==> config.mk <==
export PLATFORM = sky130hd
export DESIGN_NAME = lidar_stuck_sector_detector_flat
export DESIGN_NICKNAME = d
export VERILOG_FILES = /design/src/sv/lssd_pkg.sv /design/src/sv/lssd_ray_if.sv /design/src/sv/lssd_result_if.sv /design/src/sv/lssd_cfg_regs.sv /design/src/sv/lssd_scan_core.sv /design/src/sv/lidar_stuck_sector_detector.sv /design/src/flat_wrapper.sv
export SDC_FILE = /design/constraint.sdc
export NUM_CORES = 1
export LEC_CHECK = 0
export BUFFER_PORTS_ARGS = -buffer_cell sky130_fd_sc_hd__buf_2
export CAP_MARGIN = 40
export CORE_ASPECT_RATIO = 0.6
export CORE_MARGIN = 1.5
export CORE_UTILIZATION = 57
export CTS_CLUSTER_DIAMETER = 80
export DETAILED_ROUTE_END_ITERATION = 10
export PLACE_DENSITY = 0.72
export SLEW_MARGIN = 40
export SYNTH_ARGS = -nofsm -noshare
export SYNTH_HDL_FRONTEND = slang
export SYNTH_SLANG_ARGS = --single-unit
==> constraint.sdc <==
create_clock -name clk -period 29.7 [get_ports clk]
set_clock_uncertainty 0.05 [all_clocks]
set_input_delay 2.97 -clock clk [delete_from_list [all_inputs] [get_ports clk]]
set_output_delay 2.97 -clock clk [all_outputs]
set_load 0.02 [all_outputs]
==> src/sv/lssd_pkg.sv <==
package lssd_pkg;

  // Scan length bound: counters saturate here.
  localparam int MAX_RAYS = 4096;
  localparam int COUNT_W  = $clog2(MAX_RAYS + 1);
  localparam int INDEX_W  = $clog2(MAX_RAYS);
  localparam int RANGE_W  = 16;

  // Configuration port.
  localparam int CFG_INDEX_W = 2;
  localparam int CFG_DATA_W  = 16;

  localparam logic [CFG_INDEX_W-1:0] REG_BAND      = 2'd0;
  localparam logic [CFG_INDEX_W-1:0] REG_MAX_RANGE = 2'd1;
  localparam logic [CFG_INDEX_W-1:0] REG_MIN_RUN   = 2'd2;

  localparam logic [RANGE_W-1:0] BAND_RESET      = 16'd50;
  localparam logic [RANGE_W-1:0] MAX_RANGE_RESET = 16'd1500;
  localparam logic [COUNT_W-1:0] MIN_RUN_RESET   = 13'd30;

  localparam logic [RANGE_W-1:0] RANGE_ALL_ONES = '1;

  typedef struct packed {
    logic [RANGE_W-1:0] band_mm;
    logic [RANGE_W-1:0] max_range_mm;
    logic [COUNT_W-1:0] min_run_rays;
  } cfg_t;

  typedef struct packed {
    logic [RANGE_W-1:0] range_mm;
    logic               range_finite;
    logic               last_ray;
  } ray_t;

  typedef struct packed {
    logic               stuck_found;
    logic [INDEX_W-1:0] stuck_start;
    logic [COUNT_W-1:0] stuck_length;
    logic [RANGE_W-1:0] stuck_level_mm;
    logic [COUNT_W-1:0] finite_total;
    logic [RANGE_W-1:0] finite_min_mm;
    logic [RANGE_W-1:0] finite_max_mm;
  } result_t;

endpackage

==> src/sv/lssd_ray_if.sv <==
interface lssd_ray_if;
  logic                        valid;
  logic                        ready;
  logic [lssd_pkg::RANGE_W-1:0] range_mm;
  logic                        range_finite;
  logic                        last_ray;

  modport source (output valid, output range_mm, output range_finite, output last_ray,
                  input ready);
  modport sink (input valid, input range_mm, input range_finite, input last_ray,
                output ready);
endinterface

==> src/sv/lssd_result_if.sv <==
interface lssd_result_if;
  logic                        valid;
  logic                        ready;
  logic                        stuck_found;
  logic [lssd_pkg::INDEX_W-1:0] stuck_start;
  logic [lssd_pkg::COUNT_W-1:0] stuck_length;
  logic [lssd_pkg::RANGE_W-1:0] stuck_level_mm;
  logic [lssd_pkg::COUNT_W-1:0] finite_total;
  logic [lssd_pkg::RANGE_W-1:0] finite_min_mm;
  logic [lssd_pkg::RANGE_W-1:0] finite_max_mm;

  modport source (output valid, output stuck_found, output stuck_start,
                  output stuck_length, output stuck_level_mm, output finite_total,
                  output finite_min_mm, output finite_max_mm, input ready);
  modport sink (input valid, input stuck_found, input stuck_start,
                input stuck_length, input stuck_level_mm, input finite_total,
                input finite_min_mm, input finite_max_mm, output ready);
endinterface

==> src/sv/lssd_cfg_regs.sv <==
module lssd_cfg_regs (
  input  logic                              clk,
  input  logic                              rst,
  input  logic                              cfg_write,
  input  logic [lssd_pkg::CFG_INDEX_W-1:0] cfg_index,
  input  logic [lssd_pkg::CFG_DATA_W-1:0]  cfg_data,
  output lssd_pkg::cfg_t                    cfg
);

  always_ff @(posedge clk) begin
    if (rst) begin
      cfg.band_mm      <= lssd_pkg::BAND_RESET;
      cfg.max_range_mm <= lssd_pkg::MAX_RANGE_RESET;
      cfg.min_run_rays <= lssd_pkg::MIN_RUN_RESET;
    end else if (cfg_write) begin
      unique case (cfg_index)
        lssd_pkg::REG_BAND:      cfg.band_mm      <= cfg_data[lssd_pkg::RANGE_W-1:0];
        lssd_pkg::REG_MAX_RANGE: cfg.max_range_mm <= cfg_data[lssd_pkg::RANGE_W-1:0];
        lssd_pkg::REG_MIN_RUN:   cfg.min_run_rays <= cfg_data[lssd_pkg::COUNT_W-1:0];
        default: ;
      endcase
    end
  end

endmodule

==> src/sv/lssd_scan_core.sv <==
module lssd_scan_core (
  input  logic              clk,
  input  logic              rst,
  input  lssd_pkg::cfg_t    cfg,
  input  logic              step,
  input  lssd_pkg::ray_t    ray,
  output lssd_pkg::result_t result
);

  localparam logic [lssd_pkg::COUNT_W-1:0] CNT_MAX  = lssd_pkg::COUNT_W'(lssd_pkg::MAX_RAYS);
  localparam logic [lssd_pkg::INDEX_W-1:0] IDX_LAST =
    lssd_pkg::INDEX_W'(lssd_pkg::MAX_RAYS - 1);

  logic                         in_run;
  logic [lssd_pkg::INDEX_W-1:0] cur_start;
  logic [lssd_pkg::COUNT_W-1:0] cur_len;
  logic [lssd_pkg::RANGE_W-1:0] cur_low;
  logic [lssd_pkg::RANGE_W-1:0] cur_high;
  logic [lssd_pkg::INDEX_W-1:0] best_begin;
  logic [lssd_pkg::COUNT_W-1:0] best_count;
  logic [lssd_pkg::RANGE_W-1:0] best_mid;
  logic [lssd_pkg::COUNT_W-1:0] ray_index;
  logic [lssd_pkg::COUNT_W-1:0] valid_count;
  logic [lssd_pkg::RANGE_W-1:0] valid_low;
  logic [lssd_pkg::RANGE_W-1:0] valid_high;

  logic                         in_run_next;
  logic [lssd_pkg::INDEX_W-1:0] cur_start_next;
  logic [lssd_pkg::COUNT_W-1:0] cur_len_next;
  logic [lssd_pkg::RANGE_W-1:0] cur_low_next;
  logic [lssd_pkg::RANGE_W-1:0] cur_high_next;
  logic [lssd_pkg::INDEX_W-1:0] best_begin_next;
  logic [lssd_pkg::COUNT_W-1:0] best_count_next;
  logic [lssd_pkg::RANGE_W-1:0] best_mid_next;
  logic [lssd_pkg::COUNT_W-1:0] ray_index_next;
  logic [lssd_pkg::COUNT_W-1:0] valid_count_next;
  logic [lssd_pkg::RANGE_W-1:0] valid_low_next;
  logic [lssd_pkg::RANGE_W-1:0] valid_high_next;

  logic                         qual;
  logic [lssd_pkg::RANGE_W-1:0] lo;
  logic [lssd_pkg::RANGE_W-1:0] hi;
  logic [lssd_pkg::RANGE_W-1:0] spread;
  logic [lssd_pkg::INDEX_W-1:0] start_idx;
  logic [lssd_pkg::RANGE_W:0]   cur_sum;
  logic [lssd_pkg::RANGE_W:0]   next_sum;
  logic                         close_wins;
  logic                         final_wins;

  always_comb begin
    qual      = ray.range_finite && (ray.range_mm < cfg.max_range_mm);
    lo        = (ray.range_mm < cur_low) ? ray.range_mm : cur_low;
    hi        = (ray.range_mm > cur_high) ? ray.range_mm : cur_high;
    spread    = hi - lo;
    start_idx = (ray_index >= CNT_MAX) ? IDX_LAST : ray_index[lssd_pkg::INDEX_W-1:0];
    cur_sum   = {1'b0, cur_low} + {1'b0, cur_high};
    // The open run beats the best one only when strictly longer.
    close_wins = in_run && (cur_len > best_count);

    in_run_next     = in_run;
    cur_start_next  = cur_start;
    cur_len_next    = cur_len;
    cur_low_next    = cur_low;
    cur_high_next   = cur_high;
    best_begin_next = best_begin;
    best_count_next = best_count;
    best_mid_next   = best_mid;

    if (qual && in_run && (spread <= cfg.band_mm)) begin
      cur_low_next  = lo;
      cur_high_next = hi;
      if (cur_len < CNT_MAX) begin
        cur_len_next = cur_len + 1'b1;
      end
    end else begin
      // Either the run ends here, or a new run starts at this ray because none was
      // open or the ray broke the band.
      if (close_wins) begin
        best_count_next = cur_len;
        best_begin_next = cur_start;
        best_mid_next   = cur_sum[lssd_pkg::RANGE_W:1];
      end
      in_run_next = qual;
      if (qual) begin
        cur_start_next = start_idx;
        cur_len_next   = lssd_pkg::COUNT_W'(1);
        cur_low_next   = ray.range_mm;
        cur_high_next  = ray.range_mm;
      end
    end

    valid_count_next = valid_count;
    valid_low_next   = valid_low;
    valid_high_next  = valid_high;
    if (ray.range_finite) begin
      if (valid_count < CNT_MAX) begin
        valid_count_next = valid_count + 1'b1;
      end
      if (ray.range_mm < valid_low) begin
        valid_low_next = ray.range_mm;
      end
      if (ray.range_mm > valid_high) begin
        valid_high_next = ray.range_mm;
      end
    end

    ray_index_next = (ray_index < CNT_MAX) ? ray_index + 1'b1 : ray_index;

    // End of scan closes whatever run is still open.
    next_sum   = {1'b0, cur_low_next} + {1'b0, cur_high_next};
    final_wins = in_run_next && (cur_len_next > best_count_next);

    result.stuck_start    = final_wins ? cur_start_next : best_begin_next;
    result.stuck_length   = final_wins ? cur_len_next : best_count_next;
    result.stuck_level_mm = final_wins ? next_sum[lssd_pkg::RANGE_W:1] : best_mid_next;
    result.stuck_found    = (result.stuck_length >= cfg.min_run_rays);
    result.finite_total   = valid_count_next;
    result.finite_min_mm  = valid_low_next;
    result.finite_max_mm  = valid_high_next;
  end

  always_ff @(posedge clk) begin
    if (rst || (step && ray.last_ray)) begin
      in_run      <= 1'b0;
      cur_start   <= '0;
      cur_len     <= '0;
      cur_low     <= '0;
      cur_high    <= '0;
      best_begin  <= '0;
      best_count  <= '0;
      best_mid    <= '0;
      ray_index   <= '0;
      valid_count <= '0;
      valid_low   <= lssd_pkg::RANGE_ALL_ONES;
      valid_high  <= '0;
    end else if (step) begin
      in_run      <= in_run_next;
      cur_start   <= cur_start_next;
      cur_len     <= cur_len_next;
      cur_low     <= cur_low_next;
      cur_high    <= cur_high_next;
      best_begin  <= best_begin_next;
      best_count  <= best_count_next;
      best_mid    <= best_mid_next;
      ray_index   <= ray_index_next;
      valid_count <= valid_count_next;
      valid_low   <= valid_low_next;
      valid_high  <= valid_high_next;
    end
  end

`ifndef ASSERT_OFF
  a_best_within_index: assert property (@(posedge clk) disable iff (rst)
    best_count <= ray_index)
    else $error("best run longer than rays seen");

  a_finite_within_index: assert property (@(posedge clk) disable iff (rst)
    valid_count <= ray_index)
    else $error("finite count exceeds rays seen");

  a_run_within_index: assert property (@(posedge clk) disable iff (rst)
    in_run |-> (cur_len <= ray_index) && (cur_len != '0))
    else $error("open run length inconsistent with ray index");

  a_run_bounds_ordered: assert property (@(posedge clk) disable iff (rst)
    in_run |-> cur_low <= cur_high)
    else $error("open run minimum above maximum");
`endif

endmodule

==> src/sv/lidar_stuck_sector_detector.sv <==
// Lidar stuck-sector detector. Each transaction on the ray channel carries one
// ray of a scan: range_mm, range_finite and last_ray. The block counts finite
// rays with their minimum and maximum range, and finds the longest run of
// consecutive finite rays below max_range_mm whose spread stays within band_mm
// (a ray that breaks the band starts a new run; among equal lengths the earliest
// run wins). The ray marked last produces one result transaction with the stuck
// verdict (length at least min_run_rays), run start, length, midpoint level and
// the finite statistics, and the scan state then clears. Throughput is one ray
// per clock while the ray channel does not stall: a ray is registered on
// acceptance, its whole state update is done when it leaves that stage, and a
// result lands in an output register. While a result waits in that register,
// non-last rays keep flowing; only a second last ray held behind an untaken
// result stalls the ray channel. A last ray's result passes the ray stage
// register and then the output register before it becomes valid. Counters
// saturate at 4096 rays. Configuration writes take effect on the next clock
// and are meant to be made between transactions.
module lidar_stuck_sector_detector (
  input  logic                              clk,
  input  logic                              rst,
  lssd_ray_if.sink                          ray,
  lssd_result_if.source                     result,
  input  logic                              cfg_write,
  input  logic [lssd_pkg::CFG_INDEX_W-1:0] cfg_index,
  input  logic [lssd_pkg::CFG_DATA_W-1:0]  cfg_data
);

  lssd_pkg::cfg_t    cfg;
  lssd_pkg::ray_t    stage_ray;
  lssd_pkg::result_t scan_result;
  lssd_pkg::result_t out_reg;
  logic              stage_valid;
  logic              out_valid;
  logic              advance;

  lssd_cfg_regs u_cfg (
    .clk       (clk),
    .rst       (rst),
    .cfg_write (cfg_write),
    .cfg_index (cfg_index),
    .cfg_data  (cfg_data),
    .cfg       (cfg)
  );

  // The staged ray is processed this cycle unless it is a last ray and the
  // output register still holds a result that is not being taken.
  assign advance   = stage_valid && (!stage_ray.last_ray || !out_valid || result.ready);
  assign ray.ready = !stage_valid || advance;

  always_ff @(posedge clk) begin
    if (rst) begin
      stage_valid <= 1'b0;
    end else if (ray.ready) begin
      stage_valid <= ray.valid;
    end
  end

  always_ff @(posedge clk) begin
    if (ray.valid && ray.ready) begin
      stage_ray.range_mm     <= ray.range_mm;
      stage_ray.range_finite <= ray.range_finite;
      stage_ray.last_ray     <= ray.last_ray;
    end
  end

  lssd_scan_core u_core (
    .clk    (clk),
    .rst    (rst),
    .cfg    (cfg),
    .step   (advance),
    .ray    (stage_ray),
    .result (scan_result)
  );

  // Output register: loaded by a last ray, emptied when the sink takes it.
  always_ff @(posedge clk) begin
    if (rst) begin
      out_valid <= 1'b0;
    end else if (advance && stage_ray.last_ray) begin
      out_valid <= 1'b1;
    end else if (result.ready) begin
      out_valid <= 1'b0;
    end
  end

  always_ff @(posedge clk) begin
    if (advance && stage_ray.last_ray) begin
      out_reg <= scan_result;
    end
  end

  assign result.valid          = out_valid;
  assign result.stuck_found    = out_reg.stuck_found;
  assign result.stuck_start    = out_reg.stuck_start;
  assign result.stuck_length   = out_reg.stuck_length;
  assign result.stuck_level_mm = out_reg.stuck_level_mm;
  assign result.finite_total   = out_reg.finite_total;
  assign result.finite_min_mm  = out_reg.finite_min_mm;
  assign result.finite_max_mm  = out_reg.finite_max_mm;

`ifndef ASSERT_OFF
  a_result_held_on_stall: assert property (@(posedge clk) disable iff (rst)
    (out_valid && !result.ready) |=> out_valid && $stable(out_reg))
    else $error("pending result lost or changed while stalled");

  a_stall_only_on_last: assert property (@(posedge clk) disable iff (rst)
    (stage_valid && !advance) |-> stage_ray.last_ray && out_valid)
    else $error("ray stage stalled without a pending result");

  a_stage_held_on_stall: assert property (@(posedge clk) disable iff (rst)
    (stage_valid && !advance) |=> stage_valid && $stable(stage_ray))
    else $error("staged ray dropped while stalled");
`endif

endmodule
==> src/flat_wrapper.sv <==
// flat-port wrapper written by rule: the top's interface ports become plain ports
module lidar_stuck_sector_detector_flat 
  (clk, rst, cfg_write, cfg_index, cfg_data, ray_valid, ray_range_mm, ray_range_finite, ray_last_ray, ray_ready, result_valid, result_stuck_found, result_stuck_start, result_stuck_length, result_stuck_level_mm, result_finite_total, result_finite_min_mm, result_finite_max_mm, result_ready);
  lssd_ray_if ray_i ();
  lssd_result_if result_i ();
  input  logic clk;
  input  logic rst;
  input  logic cfg_write;
  input  logic [lssd_pkg::CFG_INDEX_W-1:0] cfg_index;
  input  logic [lssd_pkg::CFG_DATA_W-1:0] cfg_data;
  input wire logic [$bits(ray_i.valid)-1:0] ray_valid;
  input wire logic [$bits(ray_i.range_mm)-1:0] ray_range_mm;
  input wire logic [$bits(ray_i.range_finite)-1:0] ray_range_finite;
  input wire logic [$bits(ray_i.last_ray)-1:0] ray_last_ray;
  output wire logic [$bits(ray_i.ready)-1:0] ray_ready;
  output wire logic [$bits(result_i.valid)-1:0] result_valid;
  output wire logic [$bits(result_i.stuck_found)-1:0] result_stuck_found;
  output wire logic [$bits(result_i.stuck_start)-1:0] result_stuck_start;
  output wire logic [$bits(result_i.stuck_length)-1:0] result_stuck_length;
  output wire logic [$bits(result_i.stuck_level_mm)-1:0] result_stuck_level_mm;
  output wire logic [$bits(result_i.finite_total)-1:0] result_finite_total;
  output wire logic [$bits(result_i.finite_min_mm)-1:0] result_finite_min_mm;
  output wire logic [$bits(result_i.finite_max_mm)-1:0] result_finite_max_mm;
  input wire logic [$bits(result_i.ready)-1:0] result_ready;
  assign ray_i.valid = ray_valid;
  assign ray_i.range_mm = ray_range_mm;
  assign ray_i.range_finite = ray_range_finite;
  assign ray_i.last_ray = ray_last_ray;
  assign ray_ready = ray_i.ready;
  assign result_valid = result_i.valid;
  assign result_stuck_found = result_i.stuck_found;
  assign result_stuck_start = result_i.stuck_start;
  assign result_stuck_length = result_i.stuck_length;
  assign result_stuck_level_mm = result_i.stuck_level_mm;
  assign result_finite_total = result_i.finite_total;
  assign result_finite_min_mm = result_i.finite_min_mm;
  assign result_finite_max_mm = result_i.finite_max_mm;
  assign result_i.ready = result_ready;
  lidar_stuck_sector_detector u_core (.clk(clk), .rst(rst), .ray(ray_i), .result(result_i), .cfg_write(cfg_write), .cfg_index(cfg_index), .cfg_data(cfg_data));
endmodule
==> metrics.yaml, run 1 <==
floorplanning:
  fp.dieW_um: 234
  core-area_um2: 31300
  start_util_pct: 58.1
  io_pins: 130
  die_area_um2: 33000
  die_y_um: 141
  rows: 50
critical_path:
  cp_slowest_cell: "edfxtp_1"
  path_delay_family: "compound AO/OA/AOI/OAI gates"
  cp_common_cell: "o21ai_0"
  worstPathRequired_ns: 29.98
  path_class: "register to register"
  critPathMaxStageDelay_ns: 0.59
  cp_max_fo: 31
  crit_buf_inv: 1
  worst_setup_path_end_kind: "register"
  worstPathArrival_ns: 12.27
  cp-start-kind: "register"
sta:
  slew_viol_final: 0
  finalSetupTns_ns: 0
  hold_viol_final: 0
  rsz0062_at_grt: "no"
  tightest_slew_ns: 0.760
  setup_viol_count_final: 0
  fin_crit_ns: 11.99
  period_share_pct: 40.4
  slew_headroom_pct: 48.0
  fmax_mhz: 83.4
drt:
  viasPerCell: 5.98
  post_drt_wl_per_cell_um: 19.7
  drc: 0
  num_vias: 15700
  ant_nets: 0
  wl_mm: 51.5
  drt_iter0_drc: 1731
  dr.pass1.iters: 6
yosys:
  ys_async_sr_fraction_pct: 0
  synth_area_leader_cell: "dfxtp_1"
  ys_seq_area_share_pct: 39.8
  syn_area_um2: 18200
  synth.area.top_cells: "dfxtp_1, edfxtp_1, ha_1"
  yosys.area_share.simple_pct: 16.1
  synth_cell_type_count: 75
  synth_top_family_by_area: "compound AO/OA/AOI/OAI gates"
  synth_top_area_share_pct: 22.5
  yosys_warnings: 0
  synth_edf_count: 105
  syn-num-nets: 2316
  ys_ff_latch: 309
  synth_compound_area_share_pct: 18.3
  synthCells: 2097
  synth.area.mux_share_pct: 3.91
  synthFlopType: "dfxtp_1"
  synth_area_per_cell_um2: 8.67
  synth_xor_area_share_pct: 3.42
  synthAdderAreaFrac_pct: 12.4
power_and_ir_drop:
  switchingPower_mw: 0.334
  ir_drop_mv: 0.0423
  power_leakage_nw: 8.40
  p_int_mw: 0.756
  swShare_pct: 30.6
  pwr-share-comb_pct: 21.7
  power_density_nw_per_um2: 53.9
  p_clk_share_pct: 35.2
  sequentialPowerShare_pct: 43.1
global_route:
  grt_pass1_wl_mm: 80.2
  grt_use_total_pct: 30.9
  grt_max_degree: 86
  overflow: 0
  first_global_vias: 14300
  antenna_found_initial: 1
finish:
  synthToLayoutAreaGrowth_pct: 11.2
  diodes: 0
  final_cells: 2618
  layout.nets: 2398
  drive_above_1_share_pct: 12.9
placed_design:
  hpwl_mm: 37.8
  gp_congestion: 0.950
  place_inst: 2561
  port_buffers: 129
clocking:
  h-tree-depth: 1
  cts-root-buf: "clkbuf_16"
  clock-sinks: 309
  clk_path_buf_depth: 3
  cts_resized: 0
  hold_buffers: 0
  cts_tree: "yes"
  clk_latency_ns: 0.57
  clkTransAtPathRegs_ns: 0.07
  cts_setup_buffers: 0
  cts_buffers: 29
run_status:
  status: "completed"
hold_path:
  hold_path.class: "register to register"
flow_run:
  maxCapViolCount: 0
## sequential cells by signal (all words and copies together), names as in the netlist, 16 cells and up, named ones only
name and flops:
u_core.result.finite_max_mm 16, u_core.result.finite_min_mm 16, u_core.result.stuck_level_mm 16, u_core.stage_ray 18, u_core.u_cfg.cfg 45, u_core.u_core.best_mid 16, u_core.u_core.cur_high 16, u_core.u_core.cur_low 16
u_core.u_core.valid_high 16, u_core.u_core.valid_low 16
## kinds of logic (layout without fill, tap and decap cells)
group / Yosys count / count (layout)
flip-flops: 309 / 309
AND/OR/NAND/NOR: 669 / 669
multiplexers: 65 / 65
adder cells (fa/ha/maj): 179 / 179
XOR/XNOR: 71 / 71
AO/OA/AOI/OAI: 518 / 518
buffers and inverters: 286 / 391
## cell usage after synthesis (25+ instances only)
library cell and number:
nand2_1 276, nor2_1 215, dfxtp_1 204, a21oi_1 188, inv_1 185, ha_1 175
edfxtp_1 105, o21ai_0 90, clkbuf_1 88, a211oi_1 74, mux2_2 49, xnor2_1 46
nand3_1 33, nor3_1 31, a21o_1 28, xor2_1 25
## per-stage QoR
step	hold WS (ns)	util [%]	area [µm²]	total power, mW	worst slack [ns]
2_1_floorplan	0.381	-	18200	0.640	19.20
3_3_place_gp	0.389	61.2	19100	0.701	18.28
3_5_place_dp	0.397	61.4	19200	0.708	17.85
4_1_cts	0.407	64.5	20200	1.09	17.80
5_1_grt	0.420	64.7	20200	1.14	16.65
6_report	0.404	64.7	20200	1.09	17.71
## layout by cell type (no fill, tap or decap), types with 19 or more instances in the layout
| cell | Yosys | final |
|---|---|---|
| nand2_1 | 276 | 274 |
| nor2_1 | 215 | 211 |
| dfxtp_1 | 204 | 204 |
| a21oi_1 | 188 | 188 |
| inv_1 | 185 | 185 |
| ha_1 | 175 | 175 |
| buf_2 | 7 | 128 |
| edfxtp_1 | 105 | 105 |
| o21ai_0 | 90 | 90 |
| a211oi_1 | 74 | 74 |
| mux2_2 | 49 | 49 |
| xnor2_1 | 46 | 46 |
| nand3_1 | 33 | 33 |
| clkbuf_16 | 0 | 31 |
| nor3_1 | 31 | 30 |
| a21o_1 | 28 | 28 |
| xor2_1 | 25 | 25 |
| nand4_1 | 23 | 23 |
| nor2b_1 | 22 | 22 |
| o211ai_1 | 22 | 22 |
| buf_4 | 0 | 19 |
## worst reg2reg max path, delay by kind of cell, from the launching register on
kind / cells / cell delay, ns
AO/OA/AOI/OAI: 26 / 5.29
XOR/XNOR: 1 / 0.13
adder cells (fa/ha/maj): 5 / 1.65
buffers and inverters: 1 / 0.24
flip-flops: 1 / 0.59
multiplexers: 1 / 0.39
AND/OR/NAND/NOR: 16 / 3.40
## power by group through the flow
| stage | Clock (mW) | Combinational, mW | Sequential, mW |
|---|---|---|---|
| floorplan | 0 | 0.162 | 0.478 |
| global placement | 0 | 0.223 | 0.478 |
| detailed placement | 0 | 0.229 | 0.479 |
| CTS | 0.389 | 0.230 | 0.470 |
| global route | 0.405 | 0.263 | 0.471 |
| finish | 0.383 | 0.236 | 0.470 |
## cell type report
class	count	area (µm²)
clock buffers	39	846
clock inverters	15	123
fillers	2584	11000
inverters	185	694
multi-input cells	1502	9930
flip-flops and latches	309	7240
well taps	416	520
repair buffers	152	877
## metal layers
metal / part of all wire [%] / wire length, µm / vias up / GRT usage [%]
met2: 40 / 20400 / 602 / 42.6
li1: - / - / 7534 / -
met4: 1.2 / 612 / 0 / 4.59
met1: 50 / 25800 / 7469 / 49.9
met3: 9.3 / 4770 / 48 / 5.87
met5: 0 / 0 / - / 0
## worst paths after layout
path                                                          startpoint                                       end  slack, ns  cells past startpoint
worst max-delay path                      u_core.stage_ray[13]$_DFFE_PP_       u_core.result.stuck_found$_DFFE_PP_      17.71                     50
worst min-delay path            u_core.u_core.best_begin[5]$_SDFFE_PP0P_  u_core.u_core.best_begin[5]$_SDFFE_PP0P_       0.40                      2
worst max register to register            u_core.stage_ray[13]$_DFFE_PP_       u_core.result.stuck_found$_DFFE_PP_      17.71                     50
worst min register to register  u_core.u_core.best_begin[5]$_SDFFE_PP0P_  u_core.u_core.best_begin[5]$_SDFFE_PP0P_       0.40                      2
Power figures use the tool's default switching activity.
==> inputs of run 2 (changes only) <==
--- a/config.mk
+++ b/config.mk
@@ -9,10 +9,10 @@
 export CAP_MARGIN = 40
 export CORE_ASPECT_RATIO = 0.6
 export CORE_MARGIN = 1.5
-export CORE_UTILIZATION = 57
+export CORE_UTILIZATION = 56
 export CTS_CLUSTER_DIAMETER = 80
 export DETAILED_ROUTE_END_ITERATION = 10
-export PLACE_DENSITY = 0.72
+export PLACE_DENSITY = 0.74
 export SLEW_MARGIN = 40
 export SYNTH_ARGS = -nofsm -noshare
 export SYNTH_HDL_FRONTEND = slang
==> constraint.sdc (replaced) <==
create_clock -name clk -period 10.8 [get_ports clk]
set_clock_uncertainty 0.05 [all_clocks]
set_input_delay 1.08 -clock clk [delete_from_list [all_inputs] [get_ports clk]]
set_output_delay 1.08 -clock clk [all_outputs]
set_load 0.02 [all_outputs]
==> run 2 against run 1 <==
Sequential share of layout area fell by 0.91 points. Sequential power rose to 2.7 times the previous value. Core utilization rose by 1.0 points. Global-route usage decreased by 0.46 points. Clock power increased to 3.1 times the previous value. Register-to-register slack got worse by 17 ns. Critical path type unchanged.
==> metrics.yaml, run 2 (synthesis gave the netlist of run 1 again) <==
sta:
  fin_crit_ns: 10.16
  hold_viol_final: 0
  slew_viol_final: 0
  rsz0062_at_grt: "no"
  tightest_slew_ns: 0.821
  fin_ws_ns: 0.636
  period_share_pct: 94.1
  setup_viol_count_final: 0
  fmax_mhz: 98.4
  slew_headroom_pct: 45.1
finish:
  diodes: 0
  final_core_util_pct: 65.7
  largest_register_ffs: 45
  n_fill_cell: 2585
  regMostFlops: "u_core.u_cfg.cfg"
  drive_above_1_share_pct: 15.5
  final_cell_mix: "nand2_1, nor2_1, dfxtp_1"
  synthToLayoutAreaGrowth_pct: 14.1
  seq_area_um2: 7240
  final_common_cell: "nand2_1"
  multiInputGateArea_um2: 10000
  layout_top_registers: "u_core.u_cfg.cfg x45, u_core.stage_ray x18"
  layout.nets: 2446
critical_path:
  cp-start-kind: "register"
  worst_setup_path_end_kind: "register"
  r2r-start: "u_core.stage_ray[13]$_DFFE_PP_"
  path_class: "register to register"
  cp_slowest_cell: "or4_4"
  setup.worst_path.start: "u_core.stage_ray[13]$_DFFE_PP_"
  rr_worst_depth: 54
  worstPathArrival_ns: 10.45
  worstReg2RegEnd: "u_core.result.stuck_found$_DFFE_PP_"
  worstPathRequired_ns: 11.09
  rrSetupSlack_ns: 0.64
  critPathMaxStageDelay_ns: 0.58
  cp_max_fo: 11
drt:
  ant_nets: 0
  num_vias: 15900
  viasPerCell: 5.98
  wl_mm: 51.9
  dr.pass1.iters: 8
  post_drt_wl_per_cell_um: 19.4
  drt_iter0_drc: 1342
  drc: 0
global_route:
  grt_pass1_wl_mm: 80.7
  first_global_vias: 14600
  antenna_found_initial: 0
  overflow: 0
  grt_max_degree: 97
  grt_use_total_pct: 30.5
power_and_ir_drop:
  p_clk_share_pct: 37.1
  switchingPower_mw: 0.939
  ir_drop_mv: 0.123
  sequentialPowerShare_pct: 40.6
  swShare_pct: 29.8
  power_leakage_nw: 8.68
  p_int_mw: 2.22
  pwr-share-comb_pct: 22.2
  power_density_nw_per_um2: 152
clocking:
  cts_tree: "yes"
  hold_buffers: 0
  cts_buffers: 30
  clk_latency_ns: 0.59
  cts-root-buf: "clkbuf_16"
  clock-sinks: 309
  h-tree-depth: 1
  clk_path_buf_depth: 3
  clkTransAtPathRegs_ns: 0.06
placed_design:
  gp_congestion: 0.957
  hpwl_mm: 38.0
  dp_slack_ns: -0.110
  port_buffers: 129
floorplanning:
  die_y_um: 143
  io_pins: 130
  die_area_um2: 33600
  fp.dieW_um: 236
  core-area_um2: 31600
  start_util_pct: 57.6
  rows: 50
hold_path:
  hp-start: "u_core.u_core.best_begin[6]$_SDFFE_PP0P_"
  hold_path.class: "register to register"
  hold_end: "u_core.u_core.best_begin[6]$_SDFFE_PP0P_"
  holdPathStages: 2
run_status:
  status: "completed"
flow_run:
  maxCapViolCount: 0
-- run 2: power by group through the flow --
stage | Sequential (mW) | Clock [mW] | Combinational, mW
final | 1.28 | 1.17 | 0.702
after global routing | 1.29 | 1.23 | 0.771
after CTS | 1.28 | 1.18 | 0.660
after detailed placement | 1.31 | 0 | 0.651
after global placement | 1.30 | 0 | 0.629
after floorplan | 1.31 | 0 | 0.446
-- run 2: through the flow --
step           TNS, ns  instance area (µm²)  power [mW]  instances  hold slack, ns
2_1_floorplan        0                18200        1.76       2097           0.381
3_3_place_gp         0                19400        1.93       2597           0.389
3_5_place_dp    -0.110                19400        1.96       2597           0.397
4_1_cts              0                20600        3.12       2657           0.406
5_1_grt              0                20800        3.29       2667           0.422
6_report             0                20800        3.15       2667           0.404
-- run 2: cell type report --
type	count	area share, %
clock buffer	44	4.62
inverter	185	3.35
tap	416	2.51
multi-input combinational	1502	48.2
sequential	309	34.9
timing repair buffer	199	5.69
clock inverter	12	0.729
-- run 2: repair_timing --
action	4_1_cts	5_1_grt
resized for setup	6	31
pin swaps	1	13
setup buffers	4	10
setup endpoints to repair	1	6
-- run 2: worst max-delay path by stage --
stage | cells past startpoint | slack (ns) | endpoint
2_1_floorplan | 54 | 0.30 | u_core.result.stuck_found$_DFFE_PP_
3_3_place_gp | 53 | 0.30 | u_core.result.stuck_found$_DFFE_PP_
3_5_place_dp | 53 | -0.11 | u_core.result.stuck_found$_DFFE_PP_
4_1_cts | 53 | 0.02 | u_core.result.stuck_found$_DFFE_PP_
5_1_grt | 54 | 0.04 | u_core.result.stuck_found$_DFFE_PP_
6_report | 54 | 0.64 | u_core.result.stuck_found$_DFFE_PP_
-- run 2: layer usage --
metal	vias up	part of all wire (%)	global-route usage (%)
met5	-	0	0
met4	0	1.8	5.84
met3	72	9.5	7.76
met2	573	41	44.3
met1	7649	47	45.4
li1	7647	-	-
-- run 2: worst max-delay path, delay by kind of cell (launching register included) --
| family | cells | cell delay [ns] |
|---|---|---|
| and+or+nand+nor | 19 | 3.25 |
| DFF | 1 | 0.40 |
| muxes | 1 | 0.27 |
| buffers and inverters | 3 | 0.39 |
| xor gates and xnor gates | 1 | 0.08 |
| AOI/OAI and AO/OA | 24 | 3.70 |
| adders and majority gates | 6 | 1.78 |
